===== src/sv/ntia_ram.sv =====
`default_nettype none
module ntia_ram #(
    parameter int WIDTH = 8,
    parameter int DEPTH = 32
) (
    input  wire logic                     clk,
    input  wire logic                     we,
    input  wire logic [$clog2(DEPTH)-1:0] waddr,
    input  wire logic [WIDTH-1:0]         wdata,
    input  wire logic [$clog2(DEPTH)-1:0] raddr,
    output logic      [WIDTH-1:0]         rdata
);
    logic [WIDTH-1:0] mem [DEPTH];
    logic [WIDTH-1:0] rdata_reg;

    always_ff @(posedge clk)
    begin
        if (we)
        begin
            mem[waddr] <= wdata;
        end
        rdata_reg <= mem[raddr];
    end

    assign rdata = rdata_reg;
endmodule
`default_nettype wire


===== config.mk =====
export PLATFORM = sky130hd
export DESIGN_NAME = ntia_ram
export DESIGN_NICKNAME = d
export VERILOG_FILES = /design/src/sv/ntia_ram.sv
export SDC_FILE = /design/constraint.sdc
export NUM_CORES = 1
export LEC_CHECK = 0
export ABC_AREA = 1
export ABC_CLOCK_PERIOD_IN_PS = 3400
export BUFFER_PORTS_ARGS = -buffer_cell sky130_fd_sc_hd__buf_2
export CAP_MARGIN = 20
export CORE_AREA = 2 2 158 160
export DETAILED_ROUTE_END_ITERATION = 10
export DIE_AREA = 0 0 160 162
export PLACE_DENSITY_LB_ADDON = 0.2
export SYNTH_ARGS = -nofsm -noshare
export SYNTH_HDL_FRONTEND = slang
export SYNTH_SLANG_ARGS = --single-unit

===== constraint.sdc =====
create_clock -name clk -period 3.4 [get_ports clk]
set_input_delay 0.68 -clock clk [delete_from_list [all_inputs] [get_ports clk]]
set_output_delay 0.68 -clock clk [all_outputs]
set_load 0.02 [all_outputs]

==> results of run 1 <==
[kinds of logic (layout without fill, tap and decap cells)]
group                  Yosys count  after routing
DFF                            264            264
and+or+nand+nor                596            596
buffers and inverters           62            106
[worst register-to-register path, stage by stage (launching register included)]
cell and delay [ns]:
edfxtp_1 0.38, nand2_1 0.08, nand3_1 0.09, nand3_1 0.13
nand2_1 0.09, nand2_1 0.07, nand2_1 0.08, nand2_1 0.07
nand2_1 0.05
[layer usage]
| metal | track usage | vias up | wire length, um |
|---|---|---|---|
| li1 | - | 3245 | - |
| met1 | 0.268 | 3282 | 11300 |
| met2 | 0.318 | 163 | 11600 |
| met3 | 0.0258 | 45 | 1020 |
| met4 | 0.0483 | 0 | 636 |
| met5 | 0 | - | 0 |
[synth_stat cells]
cell        n  area share
nand2_1   360        0.13
edfxtp_1  256        0.71
nand3_1   204       0.095
nor2_1     32       0.011
buf_6      24       0.025
buf_2      15      0.0070
dfxtp_1     8       0.015
inv_1       8      0.0028
clkbuf_1    7      0.0024
buf_4       4      0.0028
buf_1       2     0.00070
inv_2       2     0.00070
[power by group]
| part | total [mW] | switching, mW | internal [mW] | leakage (nW) |
|---|---|---|---|---|
| registers | 3.64 | 0.0179 | 3.62 | 2.37 |
| logic | 0.427 | 0.318 | 0.109 | 1.61 |
| clock network | 2.97 | 1.21 | 1.77 | 0.439 |
| total | 7.03 | 1.54 | 5.49 | 4.42 |
[path summary, 6_finish.rpt]
kind / startpoint / to / slack, ns / cells past startpoint
setup reg to reg: mem[11][3] / rdata[3] / 2.25 / 8
setup / recovery: waddr[1] / mem[13][0] / 1.59 / 4
hold reg to reg: mem[22][4] / rdata[4] / 0.80 / 8
hold / removal: raddr[4] / rdata[4] / 0.46 / 3
[area by class of cell]
class,instances,area [um2],area share
flip-flops and latches,264,7850,0.654
multi-input cells,596,2490,0.208
clock buffers,31,733,0.0611
clock inverters,21,171,0.0143
inverters,10,40.0,0.00334
repair buffers,44,303,0.0252
well taps,324,405,0.0338
==> reports/qor.tcl, run 1 <==
set qor(detail_route.drc_violations) 0
set qor(pwr_density_cell_nw_per_um2) 587
set qor(cts_inserted_buffers) 28
set qor(netlist_instances) 922
set qor(cts_setup_buffers) 0
set qor(groute.usage.overall) 0.191
set qor(synthesis.nets) 942
set qor(fraction_of_final_layout_cells_with_drive_strength_greater_than_1) 0.0880
set qor(warnings_synthesis) 0
set qor(gates_resized_cts_repair) 0
set qor(post_synth_simple_gate_area) 0.231
set qor(synthAdderAreaFrac) 0
set qor(fp.dieArea_um2) 25900
set qor(max_capacitance_violation_total) 0
set qor(nFillCells) 2216
set qor(critical_path_class) {in -> reg}
set qor(synth_xor_area_frac) 0
set qor(routed_via_density) 5.22
set qor(final_area_um2) 12000
set qor(hold_viol) 0
set qor(finalCriticalPeriod_ns) 1.81
set qor(die_h_um) 162
set qor(critical_path.max_stage_delay_ns) 0.73
set qor(most-common-layout-cells) {nand2_1 (360), edfxtp_1 (256), nand3_1 (204)}
set qor(mappedNetlistArea_um2) 10800
set qor(crit_path_max_fanout) 8
set qor(routed_wirelength_um) 24500
set qor(finish.net_count) 964
set qor(outcome) {completed}
set qor(chipWidth_um) 160
set qor(skew_ns) 0.00672
set qor(rsz0062_at_grt) {no}
set qor(cts_tree) {done}
set qor(drtAntennaViolNets) 0
set qor(worstMarginPinSlew_ns) 0.794
set qor(fp.coreArea_um2) 24100
set qor(fmaxAchievable_mhz) 554
set qor(grt_pass1_wl_um) 37900
set qor(global_route.overflow_total) 0
set qor(total_leakage_power_nw) 4.42
set qor(setup_total_negative_slack_ns) 0
set qor(synth-seq-area-share) 0.728
set qor(final_common_cell) {nand2_1}
set qor(finalCoreUtilization) 0.498
set qor(path_delay_family) {simple AND/OR/NAND/NOR gates}
set qor(cp.buffers_inverters) 2
set qor(timing.critical_path.required_ns) 3.57
set qor(critical_path.cell_chain) {buf_2 -> inv_1 -> nand3_1 -> nor2_1}
set qor(period_share) 0.531
set qor(final-max-slew-violation-count) 0
set qor(placed_cells_incl_taps) 1238
set qor(synth.distinct_cells) 12
set qor(design.portCount) 28
set qor(synth_top_family_by_area) {simple AND/OR/NAND/NOR gates}
set qor(worstSetupEndpointType) {flop}
set qor(initial_antenna_violation_count) 1
set qor(total_power_mw) 7.03
set qor(htree_levels) 1
set qor(clockRootBuffer) {clkbuf_16}
set qor(antenna_cell_count) 0
set qor(area.growth.synth_to_final_pct) 11.2
set qor(worstSetupStartpointType) {input port}
set qor(cp_slowest_cell) {nor2_1}
set qor(post_drt_wl_per_cell_um) 19.0
set qor(synth_mux_area_frac) 0
set qor(hold_removal_path_class) {in -> reg}
set qor(placed_cell_area_um2) 11100
set qor(synth-seq-cells) 264
set qor(routed-via-count) 6735
set qor(cts.sink_count) 264
set qor(cts_stage_hold_buffer_count) 0
set qor(gp_routability_congestion) 0.842
set qor(ir_worst_vdd_uv) 434
set qor(grt_max_degree) 129
set qor(crit_arrival_ns) 1.97
set qor(clk_latency_ns) 0.53
set qor(floorplan.initialDensity) 0.447
set qor(fp-row-count) 57
set qor(clk_pin_slew_worst_paths_ns) 0.06
set qor(synth_compound_gate_area_share) 0
set qor(place_worst_setup_slack_ns) 1.02
set qor(drt_iter0_markers) 533
set qor(grt_pass1_vias) 6525
set qor(flip_flop_count_of_the_largest_register_all_copies_and_words_added) 256
set qor(postSynthAreaPerCell_um2) 11.7
set qor(post-route-worst-setup-slack_ns) 1.59
set qor(setup_violations) 0
set qor(cts-root-to-sink-buffers) 3
set qor(final.hold.worst_slack_ns) 0.462
set qor(drtPass1Iterations) 5
set qor(numPortBuffers) 27
set qor(place.detailed.hpwl_um) 14300
set qor(post_layout_nonfiller_instances) 1290
set qor(worst_slew_margin_rel) 0.470
Power figures use the tool's default switching activity.
==> run 2: changes to the inputs <==
--- a/config.mk
+++ b/config.mk
@@ -6,7 +6,7 @@
 export NUM_CORES = 1
 export LEC_CHECK = 0
 export ABC_AREA = 1
-export ABC_CLOCK_PERIOD_IN_PS = 3400
+export ABC_CLOCK_PERIOD_IN_PS = 1700
 export BUFFER_PORTS_ARGS = -buffer_cell sky130_fd_sc_hd__buf_2
 export CAP_MARGIN = 20
 export CORE_AREA = 2 2 158 160
==> constraint.sdc (replaced) <==
create_clock -name clk -period 1.7 [get_ports clk]
set_input_delay 0.34 -clock clk [delete_from_list [all_inputs] [get_ports clk]]
set_output_delay 0.34 -clock clk [all_outputs]
set_load 0.02 [all_outputs]
==> run 2 against run 1 <==
Against the previous run: combinational power is 120% higher; critical path depth is 3 lower; highest routed layer unchanged; non-clock buffer count is 54 higher; sequential cell count stayed put; register-to-register slack worse by 1.7 ns.
==> reports/qor.tcl, run 2 (synthesized netlist as in run 1, its figures left out) <==
set qor(outcome) {completed}
set qor(design.portCount) 28 ;# unchanged
set qor(flip_flop_count_of_the_largest_register_all_copies_and_words_added) 256 ;# unchanged
set qor(fraction_of_final_layout_cells_with_drive_strength_greater_than_1) 0.133 ;# +0.0446
set qor(period_share) 0.854
set qor(clk_latency_ns) 0.53 ;# about the same
set qor(final-seq-area_um2) 7850 ;# unchanged
set qor(hold_viol) 0 ;# unchanged
set qor(chipWidth_um) 160 ;# unchanged
set qor(finish.net_count) 1018 ;# +5.6%
set qor(cts-root-to-sink-buffers) 3 ;# unchanged
set qor(finalCriticalPeriod_ns) 1.45
set qor(pwr_density_cell_nw_per_um2) 1110 ;# +89%
set qor(grt_pass1_vias) 6858 ;# +5.1%
set qor(crit_path_max_fanout) 1 ;# -7
set qor(detail_route.drc_violations) 0 ;# unchanged
set qor(routed-via-count) 7020 ;# +4.2%
set qor(fmaxAchievable_mhz) 689
set qor(path_delay_family) {flip-flops}
set qor(area.growth.synth_to_final_pct) 15.7
set qor(hold_removal_path_class) {in -> reg}
set qor(drtPass1Iterations) 5 ;# unchanged
set qor(floorplan.initialDensity) 0.447 ;# unchanged
set qor(setup_total_negative_slack_ns) 0 ;# unchanged
set qor(nFillCells) 2174 ;# -1.9%
set qor(setup_violations) 0 ;# unchanged
set qor(most-common-layout-cells) {nand2_1 (360), edfxtp_1 (256), nand3_1 (204)}
set qor(grt_pass1_wl_um) 39400 ;# +4.0%
set qor(initial_antenna_violation_count) 1 ;# unchanged
set qor(cts_inserted_buffers) 28 ;# unchanged
set qor(numPortBuffers) 27 ;# unchanged
set qor(gp_routability_congestion) 0.847 ;# +0.62%
set qor(cp_slowest_cell) {dfxtp_1}
set qor(critical_path.cell_chain) {buf_2}
set qor(routed_wirelength_um) 25300 ;# +3.0%
set qor(fp.dieArea_um2) 25900 ;# unchanged
set qor(cts.sink_count) 264 ;# unchanged
set qor(timing.critical_path.required_ns) 1.36 ;# -2.21 ns
set qor(cts_setup_buffers) 0 ;# unchanged
set qor(worstSetupStartpointType) {flop}
set qor(rsz0062_at_grt) {no}
set qor(htree_levels) 1 ;# unchanged
set qor(clk_pin_slew_worst_paths_ns) 0.06 ;# about the same
set qor(crit_arrival_ns) 1.11 ;# -0.86 ns
set qor(global_route.overflow_total) 0 ;# unchanged
set qor(drt_iter0_markers) 557 ;# +4.5%
set qor(worst_slew_margin_rel) 0.645 ;# +0.175
set qor(clockRootBuffer) {clkbuf_16}
set qor(routed_via_density) 5.22 ;# about the same
set qor(ir_worst_vdd_uv) 749 ;# +73%
set qor(cts_stage_hold_buffer_count) 0 ;# unchanged
set qor(skew_ns) 0.00852 ;# +0.00180 ns
set qor(total_leakage_power_nw) 4.72 ;# +6.8%
set qor(final_common_cell) {nand2_1}
set qor(total_power_mw) 13.8 ;# +96%
set qor(post_drt_wl_per_cell_um) 18.8 ;# -1.1%
set qor(multi_input_gate_area_um2) 2490 ;# unchanged
set qor(die_h_um) 162 ;# unchanged
set qor(worstMarginPinSlew_ns) 0.532 ;# -0.262 ns
set qor(cp.buffers_inverters) 1 ;# -1
set qor(place.detailed.hpwl_um) 16000 ;# +11%
set qor(groute.usage.overall) 0.198 ;# +0.00716
set qor(fp.coreArea_um2) 24100 ;# unchanged
set qor(worstSetupEndpointType) {primary output}
set qor(gates_resized_cts_repair) 0 ;# unchanged
set qor(fp-row-count) 57 ;# unchanged
set qor(cts_tree) {done}
set qor(critical_path.max_stage_delay_ns) 0.39 ;# -0.34 ns
set qor(critical_path_class) {reg -> out}
set qor(finalCoreUtilization) 0.518 ;# +0.0201
set qor(max_capacitance_violation_total) 0 ;# unchanged
set qor(grt_max_degree) 54 ;# -58%
set qor(final-max-slew-violation-count) 0 ;# unchanged
set qor(drtAntennaViolNets) 0 ;# unchanged
run 2: power breakdown:
| part | leakage [nW] | internal (mW) | total [mW] | switching [mW] |
|---|---|---|---|---|
| clock | 0.413 | 3.23 | 5.60 | 2.37 |
| combinational | 1.93 | 0.298 | 0.945 | 0.647 |
| sequential | 2.37 | 7.23 | 7.27 | 0.0357 |
| total | 4.72 | 10.8 | 13.8 | 3.05 |
run 2: routing by layer:
metal | wire, um | track usage | vias to the layer above
met3 | 1190 | 0.0260 | 37
met1 | 11400 | 0.282 | 3451
met4 | 699 | 0.0569 | 0
li1 | - | - | 3363
met5 | 0 | 0 | -
met2 | 12000 | 0.323 | 169
run 2: worst paths after layout:
path                            slack (ns)  cells after the start       end  startpoint
worst max-delay path                  0.25                      1  rdata[2]    rdata[2]
worst min-delay path                  0.13                      3  rdata[3]    raddr[4]
worst max register to register        0.58                      8  rdata[6]  mem[29][6]
worst min register to register        0.76                      8  rdata[0]  mem[10][0]
run 2: worst min-delay path: stages:
cell and delay, ns:
buf_2 0.15, nand2_1 0.08, nand2_1 0.04
run 2: through the flow:
step | worst slack, ns | instance area, um2 | hold slack [ns] | instances
finish | 0.249 | 12500 | 0.126 | 1344
global route | 0.234 | 12500 | 0.125 | 1342
CTS | 0.227 | 12500 | 0.114 | 1342
detailed placement | 0.0567 | 11600 | 0.671 | 1292
global placement | 0.0588 | 11600 | 0.661 | 1292
floorplan | 0.326 | 10800 | 0.439 | 922
run 2: area by class of cell:
type / count / share of cell area
Sequential cell: 264 / 0.629
Clock inverter: 16 / 0.00772
Multi-Input combinational cell: 596 / 0.200
Tap cell: 324 / 0.0325
Inverter: 10 / 0.00321
Antenna cell: 2 / 0.000401
Clock buffer: 34 / 0.0597
Timing Repair Buffer: 98 / 0.0678
==> run 3: changes to the inputs <==
--- a/config.mk
+++ b/config.mk
@@ -6,7 +6,7 @@
 export NUM_CORES = 1
 export LEC_CHECK = 0
 export ABC_AREA = 1
-export ABC_CLOCK_PERIOD_IN_PS = 1700
+export ABC_CLOCK_PERIOD_IN_PS = 1300
 export BUFFER_PORTS_ARGS = -buffer_cell sky130_fd_sc_hd__buf_2
 export CAP_MARGIN = 20
 export CORE_AREA = 2 2 158 160
==> constraint.sdc (replaced) <==
create_clock -name clk -period 1.3 [get_ports clk]
set_input_delay 0.26 -clock clk [delete_from_list [all_inputs] [get_ports clk]]
set_output_delay 0.26 -clock clk [all_outputs]
set_load 0.02 [all_outputs]
==> run 3 against run 2 <==
Against the previous run: hold slack got worse by 0.079 ns; wire length increased by 3.0%; first-iteration DRC count decreased by 4.7%; clock skew decreased by 0.0012 ns; global-route usage increased by 0.47 points; register-to-register slack got worse by 0.50 ns; sequential share of layout area decreased by 0.56 points; clock power increased by 38%; setup slack got worse by 0.23 ns; count of clock-buffer cells in the layout decreased by 1; total power increased by 34%; core utilization increased by 0.53 points; largest cell class unchanged; largest power group unchanged.
==> reports/qor.tcl, run 3 (synthesized netlist as in run 1, its figures left out) <==
set qor(worstSetupEndpointType) {primary output}
set qor(global_route.overflow_total) 0 ;# unchanged
set qor(flip_flop_count_of_the_largest_register_all_copies_and_words_added) 256 ;# unchanged
set qor(cp.buffers_inverters) 1 ;# unchanged
set qor(ff2ff_path_depth) 8 ;# unchanged
set qor(cts_stage_hold_buffer_count) 0 ;# unchanged
set qor(period_share) 0.986
set qor(chipWidth_um) 160 ;# unchanged
set qor(fp.dieArea_um2) 25900 ;# unchanged
set qor(routed_via_density) 5.13 ;# -1.7%
set qor(cp.depth) 1 ;# unchanged
set qor(worst_slew_margin_rel) 0.471 ;# -0.174
set qor(timing.critical_path.required_ns) 1.04 ;# -0.32 ns
set qor(timing.critical_path.from) {rdata[3]}
set qor(cts_setup_buffers) 0 ;# unchanged
set qor(drt_iter0_markers) 531 ;# -4.7%
set qor(ir_worst_vdd_uv) 936 ;# +25%
set qor(critical_path_class) {reg -> out}
set qor(grt_pass1_vias) 6852 ;# -0.087%
set qor(clk_pin_slew_worst_paths_ns) 0.06 ;# about the same
set qor(drtAntennaViolNets) 0 ;# unchanged
set qor(drtPass1Iterations) 4 ;# -1
set qor(power.internal_mw) 14.5 ;# +35%
set qor(fraction_of_final_layout_cells_with_drive_strength_greater_than_1) 0.149 ;# +0.0164
set qor(nFillCells) 2176 ;# +0.092%
set qor(combPwrFrac) 0.070 ;# +0.002
set qor(routed_wirelength_um) 26000 ;# +3.0%
set qor(skew_ns) 0.00728 ;# -0.00124 ns
set qor(max_capacitance_violation_total) 0 ;# unchanged
set qor(worstHoldPathCells) 3 ;# unchanged
set qor(floorplan.initialDensity) 0.447 ;# unchanged
set qor(rsz0062_at_grt) {yes}
set qor(post-route-worst-setup-slack_ns) 0.0179 ;# -0.231 ns
set qor(worstMarginPinSlew_ns) 0.793 ;# +0.261 ns
set qor(post_drt_wl_per_cell_um) 19.3 ;# +2.3%
set qor(post_layout_nonfiller_instances) 1352 ;# +0.60%
set qor(fp.coreArea_um2) 24100 ;# unchanged
set qor(area.growth.synth_to_final_pct) 16.9
set qor(clockRootBuffer) {clkbuf_16}
set qor(total_power_mw) 18.5 ;# +34%
set qor(total_leakage_power_nw) 4.78 ;# +1.4%
set qor(cts_tree) {done}
set qor(critical_path.cell_chain) {buf_6}
set qor(cts_inserted_buffers) 28 ;# unchanged
set qor(grt_max_degree) 41 ;# -24%
set qor(final_common_cell) {nand2_1}
set qor(p_switching_mw) 4.02 ;# +32%
set qor(hold_removal_path_class) {in -> reg}
set qor(clock_power_share) 0.416 ;# +0.011
set qor(hold_viol) 0 ;# unchanged
set qor(outcome) {completed}
set qor(design.portCount) 28 ;# unchanged
set qor(cts-root-to-sink-buffers) 3 ;# unchanged
set qor(finish.net_count) 1028 ;# +0.98%
set qor(gp_routability_congestion) 0.812 ;# -4.1%
set qor(fp-row-count) 57 ;# unchanged
set qor(finalCoreUtilization) 0.523 ;# +0.00529
set qor(setup_violations) 0 ;# unchanged
set qor(pwr_density_cell_nw_per_um2) 1470 ;# +33%
set qor(power.share.switching) 0.217 ;# -0.00349
set qor(grt_pass1_wl_um) 40300 ;# +2.2%
set qor(clk_latency_ns) 0.53 ;# about the same
set qor(finalCriticalPeriod_ns) 1.28
set qor(numPortBuffers) 27 ;# unchanged
set qor(groute.usage.overall) 0.203 ;# +0.00473
set qor(fmaxAchievable_mhz) 780
set qor(final_area_um2) 12600 ;# +1.0%
set qor(min-delay-start) {raddr[4]}
set qor(cts.sink_count) 264 ;# unchanged
set qor(crit_arrival_ns) 1.02 ;# -0.09 ns
set qor(htree_levels) 1 ;# unchanged
set qor(die_h_um) 162 ;# unchanged
set qor(crit_path_max_fanout) 1 ;# unchanged
set qor(cp_slowest_cell) {dfxtp_4}
set qor(seq_power_share) 0.514 ;# -0.012
set qor(place_worst_setup_slack_ns) -0.313 ;# -0.369 ns
set qor(most-common-layout-cells) {nand2_1 (360), edfxtp_1 (256), nand3_1 (204)}
set qor(place.detailed.hpwl_um) 16000 ;# about the same
set qor(critical_path.max_stage_delay_ns) 0.36 ;# -0.03 ns
set qor(detail_route.drc_violations) 0 ;# unchanged
set qor(worstSetupStartpointType) {flop}
set qor(initial_antenna_violation_count) 2 ;# +1
set qor(final-max-slew-violation-count) 0 ;# unchanged
set qor(placed_cells_incl_taps) 1302 ;# +0.77%
set qor(placed_cell_area_um2) 11700 ;# +0.32%
set qor(routed-via-count) 6940 ;# -1.1%
set qor(worstReg2RegStart) {mem[29][6]}
set qor(path_delay_family) {flip-flops}
-- run 3: final cells by class --
cell class,instances,area (um2),share of cell area
flip-flops and latches,264,7860,0.623
clock buffers,33,741,0.0588
clock inverters,16,148,0.0117
repair buffers,108,918,0.0729
diodes,1,2.50,0.000199
inverters,10,40.0,0.00318
multi-input cells,596,2490,0.198
well taps,324,405,0.0322
-- run 3: path summary, 6_finish.rpt --
check             end  slack, ns
min reg2reg  rdata[7]       0.76
min          rdata[4]       0.05
max reg2reg  rdata[6]       0.08
max          rdata[3]       0.02
-- run 3: per-layer routing --
metal,vias up,global-route usage,wire (um)
met5,-,0,0
met4,0,0.0405,345
met3,33,0.0299,1300
met2,169,0.344,12700
met1,3364,0.282,11700
li1,3374,-,-
-- run 3: what timing repair did --
action / 4_1_cts / 5_1_grt
endpoints found under the setup margin: 6 / 3
gates resized for setup: 17 / 2
pin swaps: 0 / 0
-- run 3: worst register-to-register path, cell delays in order, from the launching register on --
cell and delay, ns:
edfxtp_1 0.37, nand2_1 0.08, nand3_1 0.09, nand3_1 0.13
nand2_1 0.10, nand2_1 0.08, nand2_1 0.06, nand2_1 0.13
nand2_1 0.07
-- run 3: through the flow --
step / setup TNS (ns) / hold WS, ns
6_report: 0 / 0.0466
5_1_grt: -0.00359 / 0.0561
4_1_cts: -0.00234 / 0.0302
3_5_place_dp: -7.25 / 0.598
3_3_place_gp: -6.09 / 0.604
2_1_floorplan: 0 / 0.359
-- run 3: power groups by stage --
stage / combinational, mW / sequential [mW] / clock (mW)
after global placement: 1.26 / 9.68 / 0
after CTS: 1.30 / 9.51 / 7.84
after detailed placement: 1.28 / 9.68 / 0
after floorplan: 0.682 / 9.70 / 0
final: 1.30 / 9.51 / 7.71
after global routing: 1.43 / 9.52 / 8.16
