### src/sv/ntia_pkg.sv
`default_nettype none
package ntia_pkg;

    localparam int TABLE_DEPTH = 32;

    localparam int COORD_W = 13;
    localparam int ID_W    = 16;
    localparam int TIME_W  = 32;
    localparam int SPEED_W = 24;
    localparam int SQ_W    = 2 * COORD_W;
    localparam int D2_W    = SQ_W + 1;
    localparam int RAD_W   = 58;
    localparam int ROOT_W  = RAD_W / 2;

    localparam logic [COORD_W-1:0] RADIUS_RESET = COORD_W'(15 * 16);
    localparam logic [SQ_W-1:0]    D2_LIMIT     = SQ_W'((500 * 16) * (500 * 16));
    localparam logic [31:0]        SCALE_SQ     = 32'd3906250000;
    localparam logic [SPEED_W-1:0] SPEED_MAX    = '1;

    localparam logic CMD_ASSOC = 1'b0;
    localparam logic CMD_CLEAR = 1'b1;

    typedef struct packed {
        logic [ID_W-1:0]    ident;
        logic [COORD_W-1:0] col;
        logic [COORD_W-1:0] row;
        logic [TIME_W-1:0]  stamp;
    } entry_t;

    localparam int ENTRY_W = $bits(entry_t);

    typedef struct packed {
        logic              start;
        logic [RAD_W-1:0]  radicand;
        logic [TIME_W-1:0] divisor;
    } sqdiv_req_t;

endpackage
`default_nettype wire

### src/sv/ntia_sqdiv.sv
`default_nettype none
module ntia_sqdiv (
    input  wire logic                          clk,
    input  wire logic                          rst_n,
    input  wire ntia_pkg::sqdiv_req_t          req,
    output logic                               done,
    output logic [ntia_pkg::SPEED_W-1:0]       quotient
);
    import ntia_pkg::*;

    typedef enum logic [2:0] {
        SD_IDLE = 3'b001,
        SD_SQRT = 3'b010,
        SD_DIV  = 3'b100
    } sd_state_t;

    sd_state_t           state_reg, state_next;
    logic [4:0]          step_reg, step_next;
    logic [RAD_W-1:0]    rad_reg, rad_next;
    logic [31:0]         rem_reg, rem_next;
    logic [ROOT_W-1:0]   root_reg, root_next;
    logic [TIME_W-1:0]   dvs_reg, dvs_next;
    logic                done_reg, done_next;

    logic [31:0] sq_sh;
    logic [31:0] sq_t;
    logic        sq_ge;
    logic [32:0] dv_sh;
    logic [32:0] dv_diff;
    logic        dv_ge;

    assign sq_sh   = {rem_reg[29:0], rad_reg[RAD_W-1 -: 2]};
    assign sq_t    = {1'b0, root_reg, 2'b01};
    assign sq_ge   = sq_sh >= sq_t;
    assign dv_sh   = {rem_reg, root_reg[ROOT_W-1]};
    assign dv_diff = dv_sh - {1'b0, dvs_reg};
    assign dv_ge   = dv_sh >= {1'b0, dvs_reg};

    always_comb
    begin
        state_next = state_reg;
        step_next  = step_reg;
        rad_next   = rad_reg;
        rem_next   = rem_reg;
        root_next  = root_reg;
        dvs_next   = dvs_reg;
        done_next  = 1'b0;
        unique case (state_reg)
            SD_IDLE:
            begin
                if (req.start)
                begin
                    rad_next   = req.radicand;
                    dvs_next   = req.divisor;
                    rem_next   = '0;
                    root_next  = '0;
                    step_next  = 5'(ROOT_W - 1);
                    state_next = SD_SQRT;
                end
            end
            SD_SQRT:
            begin
                rem_next  = sq_ge ? (sq_sh - sq_t) : sq_sh;
                root_next = {root_reg[ROOT_W-2:0], sq_ge};
                rad_next  = {rad_reg[RAD_W-3:0], 2'b00};
                step_next = step_reg - 5'd1;
                if (step_reg == 5'd0)
                begin
                    rem_next   = '0;
                    step_next  = 5'(ROOT_W - 1);
                    state_next = SD_DIV;
                end
            end
            SD_DIV:
            begin
                rem_next  = dv_ge ? dv_diff[31:0] : dv_sh[31:0];
                root_next = {root_reg[ROOT_W-2:0], dv_ge};
                step_next = step_reg - 5'd1;
                if (step_reg == 5'd0)
                begin
                    done_next  = 1'b1;
                    state_next = SD_IDLE;
                end
            end
            default:
            begin
                state_next = SD_IDLE;
            end
        endcase
    end

    always_ff @(posedge clk or negedge rst_n)
    begin
        if (!rst_n)
        begin
            state_reg <= SD_IDLE;
            done_reg  <= 1'b0;
        end
        else
        begin
            state_reg <= state_next;
            done_reg  <= done_next;
        end
    end

    always_ff @(posedge clk)
    begin
        step_reg <= step_next;
        rad_reg  <= rad_next;
        rem_reg  <= rem_next;
        root_reg <= root_next;
        dvs_reg  <= dvs_next;
    end

    assign done     = done_reg;
    assign quotient = (|root_reg[ROOT_W-1:SPEED_W]) ? SPEED_MAX : root_reg[SPEED_W-1:0];
endmodule
`default_nettype wire

### config.mk
export PLATFORM = sky130hd
export DESIGN_NAME = ntia_sqdiv
export DESIGN_NICKNAME = d
export VERILOG_FILES = /design/src/sv/ntia_pkg.sv /design/src/sv/ntia_sqdiv.sv
export SDC_FILE = /design/constraint.sdc
export NUM_CORES = 1
export LEC_CHECK = 0
export ABC_AREA = 1
export BUFFER_PORTS_ARGS = -buffer_cell sky130_fd_sc_hd__buf_2
export CAP_MARGIN = 10
export CORE_UTILIZATION = 35
export CTS_BUF_LIST = sky130_fd_sc_hd__clkbuf_4 sky130_fd_sc_hd__clkbuf_8 sky130_fd_sc_hd__clkbuf_16
export DETAILED_ROUTE_END_ITERATION = 10
export GPL_TIMING_DRIVEN = 0
export PLACE_DENSITY = 0.57
export SYNTH_ARGS = -nofsm -noshare
export SYNTH_HDL_FRONTEND = slang
export SYNTH_SLANG_ARGS = --single-unit
export TNS_END_PERCENT = 10
### constraint.sdc
create_clock -name clk -period 7.4 [get_ports clk]
set_input_delay 0.74 -clock clk [delete_from_list [all_inputs] [get_ports clk]]
set_output_delay 0.74 -clock clk [all_outputs]
set_load 0.005 [all_outputs]
==> results of run 1 <==
## layout by cell type, fill, tap and decap left out, types with 3 or more instances in the layout
cell type | synthesis | routed
inv_8 | 0 | 3
xnor2_1 | 26 | 26
and2_1 | 13 | 13
nand2_1 | 820 | 820
nor2_4 | 4 | 5
inv_2 | 5 | 5
nor4_1 | 3 | 3
dfrtp_1 | 3 | 3
clkbuf_16 | 0 | 17
buf_6 | 7 | 7
buf_2 | 11 | 128
clkinvlp_4 | 0 | 3
inv_1 | 368 | 367
diode_2 | 0 | 3
nor2_2 | 6 | 6
inv_6 | 0 | 4
ha_1 | 64 | 64
nand3b_1 | 5 | 5
a21oi_1 | 32 | 32
nand4_1 | 21 | 21
xor2_1 | 4 | 4
nand2_2 | 10 | 10
edfxtp_1 | 156 | 156
clkbuf_1 | 14 | 14
buf_1 | 5 | 5
nor2_1 | 107 | 106
nand3_1 | 172 | 172
nand2_4 | 3 | 3
o21ai_0 | 6 | 5
clkinv_1 | 6 | 6
nor3_1 | 10 | 9
## critical path, delay by kind of cell (launching register included)
family                 cells  cell delay [ps]
DFF                        1              360
and+or+nand+nor            3              940
buffers and inverters      3              760
## worst max-delay path by stage
stage,from,to,slack [ps],cells past startpoint
final,root_reg[24],quotient[5],4160,6
after global routing,root_reg[28],quotient[11],3930,6
after detailed placement,root_reg[28],quotient[18],4600,6
after floorplan,req[90],rad_reg[0],1970,2
after CTS,root_reg[28],quotient[18],4100,6
after global placement,req[90],rad_reg[16],50,3
## cells by family after synthesis
| kind of cell | after synthesis | synth area share, % |
|---|---|---|
| xor+xnor | 30 | 2.07 |
| buf+inv | 417 | 12.9 |
| fa+ha+maj | 65 | 6.47 |
| flops | 160 | 37.8 |
| compound gates | 43 | 1.78 |
| simple gates | 1182 | 39.0 |
## routing by layer
layer / GRT usage, % / part of all wire, % / up-vias
met5: 0 / 0 / -
met4: 8.60 / 3.1 / 0
met3: 3.76 / 5.9 / 61
met2: 34.5 / 44 / 337
met1: 28.8 / 47 / 5348
li1: - / - / 6126
## cell usage after synthesis, types with 11 or more instances
cell,number
ha_1,64
nand3_1,172
nor2_1,107
nand4_1,21
and2_1,13
nand2_1,820
buf_2,11
inv_1,368
a21oi_1,32
xnor2_1,26
clkbuf_1,14
edfxtp_1,156
## final cells by class
class                   instances  area, µm²
fillers                      3814      21100
multi-input cells            1320       6280
flip-flops and latches        160       4790
inverters                     379       1430
repair buffers                119        641
well taps                     461        577
clock buffers                  18        433
plain buffers                  38        213
clock inverters                14        148
diodes                          3       7.51
## stage by stage
step,hold WS (ps),total power [W]
CTS,61.6,0.00780
detailed placement,503,0.00686
global placement,505,0.00682
finish,78.9,0.00780
floorplan,444,0.00534
global route,71.4,0.00852
## power groups by stage
stage	combinational [W]	sequential [W]	clock, W
floorplan	0.00366	0.00169	0
global placement	0.00497	0.00185	0
detailed placement	0.00506	0.00180	0
CTS	0.00508	0.00179	0.000929
global route	0.00576	0.00181	0.000958
finish	0.00511	0.00178	0.000910
==> summary.md, run 1 <==
| Metric | Value |
|---|---|
| Reg2reg start | `rem_reg[3]` |
| Non-Filler Instances | `2512` |
| Initial core utilization | `35.6%` |
| Synth Register Bits | `160` |
| Drc violations | `0` |
| Post-synth top area cell | `edfxtp_1` |
| Die Y | `192 µm` |
| Max_cap viols | `0` |
| DR iter-0 viols | `936` |
| Synth top area share | `37.0%` |
| RSZ-0062 raised after global routing | `no` |
| Distinct cells, synth | `39` |
| Mapped Cells | `1897` |
| Crit end category | `output pin` |
| First-pass iteration count of the detailed router | `6` |
| Setup TNS | `0 ps` |
| Clock-pin slew on the worst setup and hold paths | `70 ps` |
| Clk Latency, worst-skew pair | `460 ps` |
| Clock sinks | `160` |
| Hold Violations, Final | `0` |
| CP Cell Sequence | `inv_1 -> nand3_1 -> nor3_2 -> clkbuf_1 -> nand2_1 -> buf_2` |
| Post-cts resize count | `0` |
| Vias in the first global route | `11239` |
| Maximum number of pins on one net before global-route repair | `67` |
| Final #Nets | `2193` |
| Tmin final | `3240 ps` |
| Synth warn | `0` |
| Die area | `37000 µm²` |
| Avg Cell Area, Syn | `6.68 µm²` |
| Worst reg2reg setup slack | `4580 ps` |
| Post-synth EDFFs | `156` |
| Std cell rows | `69` |
| Routed WL | `38.8 mm` |
| Worst slew margin | `37.1%` |
| Max H-tree Level | `4` |
| Final setup viols | `0` |
| Pre-CTS setup slack | `4600 ps` |
| Area Growth Syn to Fin | `14.4%` |
| Setup bufs post-CTS | `0` |
| Final instance area | `14500 µm²` |
| Layout Utilization | `40.8%` |
| Share of the yosys chip area belonging to registers | `37.8%` |
| ANT nets after route | `0` |
| Reg power frac | `22.8%` |
| CTS root buf | `clkbuf_16` |
| I/O pin cnt | `118` |
| Leakage power total | `7.75 nW` |
| Vias per cell | `4.73` |
| Mapped Area | `12700 µm²` |
| Synth top area cells | `edfxtp_1, nand2_1, inv_1` |
| Cts hold-fix bufs | `0` |
| Crit-path max FO | `10` |
| Post-placement cell count | `2477` |
| Net Switching | `0.00416 W` |
| Placer Congestion | `0.978` |
| R2R Path End | `rem_reg[26]` |
| Pins over their slew limit | `0` |
| Switching share of power | `53.4%` |
| WP data arrival | `2500 ps` |
| Tightest Pin Transition | `938 ps` |
| Largest register FFs | `58` |
| Net count after synthesis | `2055` |
| Fin crit share | `43.9%` |
| Post-DP Area | `13900 µm²` |
| Total track usage | `21.6%` |
| First-pass GRT wire length | `59.7 mm` |
| Clock power share | `11.7%` |
| Max Freq | `0.308 GHz` |
| TritonCTS clock tree | `done` |
| Critical Path Source Type | `register` |
| CORE AREA | `35600 µm²` |
| Clk_skew | `19.2 ps` |
| Class of the worst hold path | `primary input to asynchronous set/reset pin` |
| Buffers from clock root to sink, at most | `2` |
| Slowest cell on crit path | `nor3_2` |
| Synth Flop Type | `edfxtp_1` |
| Initial antenna violation count | `3` |
| Clock buffer count from CTS | `17` |
| Share of cells above drive strength 1 | `10.4%` |
| Die Width | `192 µm` |
| Reg2reg path depth | `13` |
| Biggest cell delay along the critical path | `720 ps` |
| Power Dens Cells | `537 nW/µm²` |
| Hpwl dp | `31.4 mm` |
| PortBufs | `117` |
| Internal | `0.00364 W` |
| Average wire per standard cell | `15.4 µm` |
| WS Path Type | `register to output pin` |
| Total grt overflow | `0` |
| Vias after detailed routing | `11872` |
| Status | `complete, no violations` |
| Peak supply drop | `0.258 mV` |
| Final critical-path setup slack | `4160 ps` |
| Required @ worst endpoint | `6660 ps` |
| Async set-reset flop share out of synthesis | `2.50%` |
| Combinational fraction of design power | `65.5%` |
Power figures use the tool's default switching activity.
==> run 2, diff against run 1 <==
--- a/config.mk
+++ b/config.mk
@@ -12,7 +12,7 @@
 export CTS_BUF_LIST = sky130_fd_sc_hd__clkbuf_4 sky130_fd_sc_hd__clkbuf_8 sky130_fd_sc_hd__clkbuf_16
 export DETAILED_ROUTE_END_ITERATION = 10
 export GPL_TIMING_DRIVEN = 0
-export PLACE_DENSITY = 0.57
+export PLACE_DENSITY = 0.59
 export SYNTH_ARGS = -nofsm -noshare
 export SYNTH_HDL_FRONTEND = slang
 export SYNTH_SLANG_ARGS = --single-unit
==> constraint.sdc (replaced) <==
create_clock -name clk -period 2.75 [get_ports clk]
set_input_delay 0.275 -clock clk [delete_from_list [all_inputs] [get_ports clk]]
set_output_delay 0.275 -clock clk [all_outputs]
set_load 0.005 [all_outputs]
==> summary.md, run 2 (same netlist as run 1, synthesis figures left out) <==
| Metric | Value |
|---|---|
| Peak supply drop | `0.790 mV (was 0.258 mV)` |
| Area Growth Syn to Fin | `18.3% (was 14.4%)` |
| Hold depth | `3` |
| Die area | `37000 µm² (unchanged)` |
| Non-Filler Instances | `2551 (was 2512)` |
| Std cell rows | `69 (unchanged)` |
| DR iter-0 viols | `972 (was 936)` |
| Clock power share | `11.5% (was 11.7%)` |
| Reg power frac | `22.2% (was 22.8%)` |
| Min-Delay Endpoint | `rad_reg[1]` |
| TritonCTS clock tree | `done (unchanged)` |
| Clock buffer count from CTS | `17 (unchanged)` |
| Share of cells above drive strength 1 | `11.5% (was 10.4%)` |
| Leakage power total | `7.91 nW (was 7.75 nW)` |
| Clk_skew | `13.1 ps (was 19.2 ps)` |
| Post-placement cell count | `2477 (unchanged)` |
| Hold Startpoint | `req[33]` |
| Fin crit share | `97.4%` |
| Worst slew margin | `35.5% (was 37.1%)` |
| Placer Congestion | `0.945 (was 0.978)` |
| Reg2reg path depth | `13 (unchanged)` |
| Setup TNS | `0 ps (unchanged)` |
| Antenna cells | `0 (was 3)` |
| Pins over their slew limit | `0 (unchanged)` |
| Maximum number of pins on one net before global-route repair | `67 (unchanged)` |
| Worst reg2reg setup slack | `70 ps (was 4580 ps)` |
| R2R Path End | `rem_reg[26] (unchanged)` |
| Critical Path Source Type | `register (unchanged)` |
| Vias in the first global route | `11283 (was 11239)` |
| CORE AREA | `35600 µm² (unchanged)` |
| Total grt overflow | `0 (unchanged)` |
| Tightest Pin Transition | `965 ps (was 938 ps)` |
| Combinational fraction of design power | `66.3% (was 65.5%)` |
| Largest register FFs | `58 (unchanged)` |
| WP data arrival | `2890 ps (was 2500 ps)` |
| WS Path Type | `register to register (was register to output pin)` |
| Clock-pin slew on the worst setup and hold paths | `80 ps (was 70 ps)` |
| Vias per cell | `4.70 (was 4.73)` |
| Hpwl dp | `32.8 mm (was 31.4 mm)` |
| Commonest non-fill, non-tap cell in the layout | `nand2_1 (unchanged)` |
| Final #Nets | `2235 (was 2193)` |
| Slowest cell on crit path | `edfxtp_1 (was nor3_2)` |
| I/O pin cnt | `118 (unchanged)` |
| Internal | `0.0100 W (was 0.00364 W)` |
| Initial core utilization | `35.6% (unchanged)` |
| Initial antenna violation count | `0 (was 3)` |
| Final setup viols | `0 (unchanged)` |
| Tmin final | `2680 ps` |
| Class of the worst hold path | `primary input to register (was primary input to asynchronous set/reset pin)` |
| Average wire per standard cell | `15.7 µm (was 15.4 µm)` |
| Reg2reg start | `rem_reg[10] (was rem_reg[3])` |
| Critical Path Start | `rem_reg[10] (was root_reg[24])` |
| First-pass iteration count of the detailed router | `5 (was 6)` |
| First-pass GRT wire length | `61.2 mm (was 59.7 mm)` |
| Buffers from clock root to sink, at most | `2 (unchanged)` |
| Required @ worst endpoint | `2960 ps (was 6660 ps)` |
| Layout Utilization | `42.2% (was 40.8%)` |
| Clock sinks | `160 (unchanged)` |
| CTS root buf | `clkbuf_16 (unchanged)` |
| Biggest cell delay along the critical path | `520 ps (was 720 ps)` |
| Power Dens Cells | `1430 nW/µm² (was 537 nW/µm²)` |
| Switching share of power | `53.4% (about the same)` |
| Routed WL | `40.2 mm (was 38.8 mm)` |
| Clk Latency, worst-skew pair | `450 ps (was 460 ps)` |
| RSZ-0062 raised after global routing | `yes (was no)` |
| CP Cell Sequence | `ha_1 -> nand2_1 -> nor2_4 -> nand2_2 -> nor2_4 -> nand2_2 -> nor2_4 -> nor2_8 -> nand2_8 -> buf_6 -> nand3_1 -> nand2_1 -> nand2_1 (was inv_1 -> nand3_1 -> nor3_2 -> clkbuf_1 -> nand2_1 -> buf_2)` |
| Net Switching | `0.0115 W (was 0.00416 W)` |
| Status | `complete, no violations (unchanged)` |
| Die Width | `192 µm (unchanged)` |
| PortBufs | `117 (unchanged)` |
| Die Y | `192 µm (unchanged)` |
| Hold Violations, Final | `0 (unchanged)` |
| Crit-path max FO | `10 (unchanged)` |
| Crit end category | `register (was output pin)` |
| Max_cap viols | `0 (unchanged)` |
| Max Freq | `0.373 GHz` |
| ANT nets after route | `0 (unchanged)` |
| Drc violations | `0 (unchanged)` |
| Max H-tree Level | `4 (unchanged)` |
| Total track usage | `22.1% (was 21.6%)` |
| Vias after detailed routing | `11984 (was 11872)` |
| Most frequent cells in the layout | `nand2_1, inv_1, nand3_1, edfxtp_1, buf_2 (unchanged)` |
-- run 2: cell types whose count changed in the layout (fill, tap and decap cells not counted), moves of 2 or more --
cell	delta
ha_4	+3
ha_2	+9
nor2_2	+6
diode_2	-3
nor2_1	-7
dlygate4sd3_1	+33
buf_12	+3
buf_16	-2
clkinv_2	-2
ha_1	-12
clkbuf_4	+2
buf_4	+8
buf_2	-2
-- run 2: power groups by stage --
stage                     registers [W]  clock network (W)  logic [W]
after floorplan                 0.00449                  0    0.00984
after global placement          0.00487                  0     0.0135
after detailed placement        0.00486                  0     0.0138
after CTS                       0.00482            0.00252     0.0140
after global routing            0.00484            0.00260     0.0160
final                           0.00476            0.00247     0.0143
-- run 2: cell type report --
class | instances | area [µm²]
clock buffer | 19 | 447
multi-input combinational | 1320 | 6370
sequential | 160 | 4790
buffer | 38 | 218
clock inverter | 13 | 145
fill | 3800 | 20600
inverter | 379 | 1430
timing repair buffer | 161 | 1040
tap | 461 | 577
-- run 2: metrics by stage --
step	setup WS (ps)	area, µm²	hold WS (ps)	total power (W)
2_1_floorplan	-6.84	12700	-20.6	0.0143
6_report	71.2	15000	84.7	0.0215
3_5_place_dp	-7.72	13900	87.9	0.0187
3_3_place_gp	-994	13800	85.3	0.0184
4_1_cts	3.96	14800	57.1	0.0213
5_1_grt	-46.3	15000	74.2	0.0234
-- run 2: worst max-delay path by stage --
stage / endpoint / slack [ps] / cells after the start
floorplan: rem_reg[0] / -7 / 5
global placement: root_reg[15] / -990 / 5
detailed placement: rem_reg[30] / -8 / 11
CTS: rem_reg[26] / 4 / 13
global route: rem_reg[26] / -50 / 13
finish: rem_reg[26] / 70 / 13
-- run 2: per-layer routing --
layer	up-vias	GRT usage (%)	share of wire, %
li1	6214	-	-
met1	5401	29.9	46
met2	325	35.4	45
met3	44	4.38	6.4
met4	0	6.90	2.5
met5	-	0	0
-- run 2: critical path, delay by kind of cell (launching register included) --
family | cells | cell delay, ps
and+or+nand+nor | 11 | 1370
adders and majority gates | 1 | 400
DFF | 1 | 520
buffers and inverters | 1 | 150
-- run 2: what timing repair did --
item	CTS	global route
hold buffers	33	0
endpoints found under the setup margin	22	51
gates cloned	0	0
setup buffers	0	9
pin swaps	0	1
gates resized for setup	3	22
endpoints found under the hold margin	36	0
==> run 3, diff against run 2 <==
--- a/config.mk
+++ b/config.mk
@@ -12,7 +12,7 @@
 export CTS_BUF_LIST = sky130_fd_sc_hd__clkbuf_4 sky130_fd_sc_hd__clkbuf_8 sky130_fd_sc_hd__clkbuf_16
 export DETAILED_ROUTE_END_ITERATION = 10
 export GPL_TIMING_DRIVEN = 0
-export PLACE_DENSITY = 0.59
+export PLACE_DENSITY = 0.57
 export SYNTH_ARGS = -nofsm -noshare
 export SYNTH_HDL_FRONTEND = slang
 export SYNTH_SLANG_ARGS = --single-unit
==> constraint.sdc (replaced) <==
create_clock -name clk -period 3.3 [get_ports clk]
set_input_delay 0.33 -clock clk [delete_from_list [all_inputs] [get_ports clk]]
set_output_delay 0.33 -clock clk [all_outputs]
set_load 0.005 [all_outputs]
==> summary.md, run 3 (same netlist as run 1, synthesis figures left out) <==
| Metric | Value |
|---|---|
| I/O pin cnt | `118 (unchanged)` |
| Average wire per standard cell | `15.6 µm (was 15.7 µm)` |
| Buffers from clock root to sink, at most | `2 (unchanged)` |
| Routed WL | `39.1 mm (was 40.2 mm)` |
| Combinational fraction of design power | `65.2% (was 66.3%)` |
| Initial core utilization | `35.6% (unchanged)` |
| Post-cts resize count | `0 (was 3)` |
| Die Width | `192 µm (unchanged)` |
| Clock sinks | `160 (unchanged)` |
| Max_cap viols | `0 (unchanged)` |
| Reg power frac | `22.5% (was 22.2%)` |
| Max H-tree Level | `4 (unchanged)` |
| Clock buffer count from CTS | `17 (unchanged)` |
| Hold depth | `1 (was 3)` |
| Pins over their slew limit | `0 (unchanged)` |
| Critical Path Start | `rem_reg[3] (was rem_reg[10])` |
| Reg2reg start | `rem_reg[3] (was rem_reg[10])` |
| Worst slew margin | `35.9% (was 35.5%)` |
| Clk Latency, worst-skew pair | `450 ps (about the same)` |
| Final #Nets | `2194 (was 2235)` |
| Reg2reg path depth | `13 (unchanged)` |
| Net Switching | `0.00944 W (was 0.0115 W)` |
| WP data arrival | `3120 ps (was 2890 ps)` |
| First-pass iteration count of the detailed router | `6 (was 5)` |
| Hold Violations, Final | `0 (unchanged)` |
| Peak supply drop | `0.689 mV (was 0.790 mV)` |
| GRT busiest layer | `met2 (unchanged)` |
| Share of cells above drive strength 1 | `10.3% (was 11.5%)` |
| Max Freq | `0.343 GHz (was 0.373 GHz)` |
| Leakage power total | `7.77 nW (was 7.91 nW)` |
| Vias per cell | `4.72 (was 4.70)` |
| Crit-path max FO | `10 (unchanged)` |
| Die area | `37000 µm² (unchanged)` |
| Most frequent cells in the layout | `nand2_1, inv_1, nand3_1, edfxtp_1, buf_2 (unchanged)` |
| Total grt overflow | `0 (unchanged)` |
| Worst hold slack | `52.4 ps (was 84.7 ps)` |
| Vias after detailed routing | `11869 (was 11984)` |
| First-pass GRT wire length | `60.3 mm (was 61.2 mm)` |
| WS Path Type | `register to register (unchanged)` |
| Status | `complete, no violations (unchanged)` |
| Std cell rows | `69 (unchanged)` |
| Initial antenna violation count | `3 (was 0)` |
| Setup TNS | `0 ps (unchanged)` |
| CORE AREA | `35600 µm² (unchanged)` |
| Hold Startpoint | `req[4] (was req[33])` |
| Tightest Pin Transition | `957 ps (was 965 ps)` |
| Commonest non-fill, non-tap cell in the layout | `nand2_1 (unchanged)` |
| Area Growth Syn to Fin | `14.8% (was 18.3%)` |
| R2R Path End | `rem_reg[30] (was rem_reg[26])` |
| Crit end category | `register (unchanged)` |
| Setup crit end | `rem_reg[30] (was rem_reg[26])` |
| Worst reg2reg setup slack | `390 ps (was 70 ps)` |
| TritonCTS clock tree | `done (unchanged)` |
| Class of the worst hold path | `primary input to register (unchanged)` |
| Fin crit share | `88.2% (was 97.4%)` |
| DR iter-0 viols | `895 (was 972)` |
| Die Y | `192 µm (unchanged)` |
| Met2 Usage GRT | `35.3% (was 35.4%)` |
| Tmin final | `2910 ps (was 2680 ps)` |
| CTS root buf | `clkbuf_16 (unchanged)` |
| Clock-pin slew on the worst setup and hold paths | `80 ps (about the same)` |
| Switching share of power | `53.4% (about the same)` |
| Internal | `0.00824 W (was 0.0100 W)` |
| Drc violations | `0 (unchanged)` |
| Final setup viols | `0 (unchanged)` |
| Power Dens Cells | `1210 nW/µm² (was 1430 nW/µm²)` |
| Maximum number of pins on one net before global-route repair | `67 (unchanged)` |
| Clock power share | `12.2% (was 11.5%)` |
| Tot Pwr | `0.0177 W (was 0.0215 W)` |
| Placer Congestion | `0.989 (was 0.945)` |
| Total track usage | `21.8% (was 22.1%)` |
| ANT nets after route | `0 (unchanged)` |
| Vias in the first global route | `11151 (was 11283)` |
| PortBufs | `117 (unchanged)` |
| Required @ worst endpoint | `3500 ps (was 2960 ps)` |
| Clk_skew | `15.8 ps (was 13.1 ps)` |
| Largest register FFs | `58 (unchanged)` |
| Pre-CTS setup slack | `461 ps (was -7.72 ps)` |
| Hpwl dp | `31.7 mm (was 32.8 mm)` |
| Critical Path Source Type | `register (unchanged)` |
| Met3 usage | `3.49% (was 4.38%)` |
| RSZ-0062 raised after global routing | `no (was yes)` |
| Final critical-path setup slack | `388 ps (was 71.2 ps)` |
| Met1 Track Usage GR | `29.7% (was 29.9%)` |
| Layout Utilization | `40.9% (was 42.2%)` |
==> run 3: worst max-delay path, cell delays in order (launching register included) <==
cell	delay (ps)
edfxtp_1	520
ha_1	410
nand2_1	120
nor2_2	200
nand3_1	180
nor2_1	270
nand2_2	100
nor2_4	150
nor2_8	80
nand2_8	110
buf_6	160
nand3_1	170
nand2_1	120
nand2_1	80
==> run 3: power groups by stage <==
stage | logic, W | registers [W] | clock network (W)
after global routing | 0.0130 | 0.00405 | 0.00227
after CTS | 0.0115 | 0.00400 | 0.00221
after detailed placement | 0.0114 | 0.00404 | 0
after floorplan | 0.00820 | 0.00375 | 0
final | 0.0115 | 0.00398 | 0.00216
after global placement | 0.0113 | 0.00409 | 0
==> run 3: layer usage <==
layer,vias up,routed length [µm]
li1,6125,-
met1,5340,18300
met2,358,17600
met3,46,2330
met4,0,916
met5,-,0
==> run 3: layout make-up <==
type | instances | area [µm²]
Buffer | 38 | 213
Timing Repair Buffer | 120 | 651
Fill cell | 3839 | 21000
Multi-Input combinational cell | 1320 | 6280
Sequential cell | 160 | 4790
Clock buffer | 17 | 425
Inverter | 379 | 1430
Clock inverter | 15 | 195
Antenna cell | 2 | 5.00
Tap cell | 461 | 577
==> run 3: metrics by stage <==
step | cells | instance area, µm²
6_report | 2512 | 14600
5_1_grt | 2510 | 14600
4_1_cts | 2510 | 14600
3_5_place_dp | 2477 | 13900
3_3_place_gp | 2475 | 13800
2_1_floorplan | 1897 | 12700
==> run 3: timing repair <==
action                                 4_1_cts  5_1_grt
endpoints found under the hold margin        4        0
buffers inserted                             0        0
hold buffers                                 1        0
==> run 3: worst min path at each step <==
stage,end,slack (ps)
finish,dvs_reg[4],50
global route,dvs_reg[4],40
CTS,dvs_reg[4],30
detailed placement,done,140
global placement,done,140
floorplan,done,30
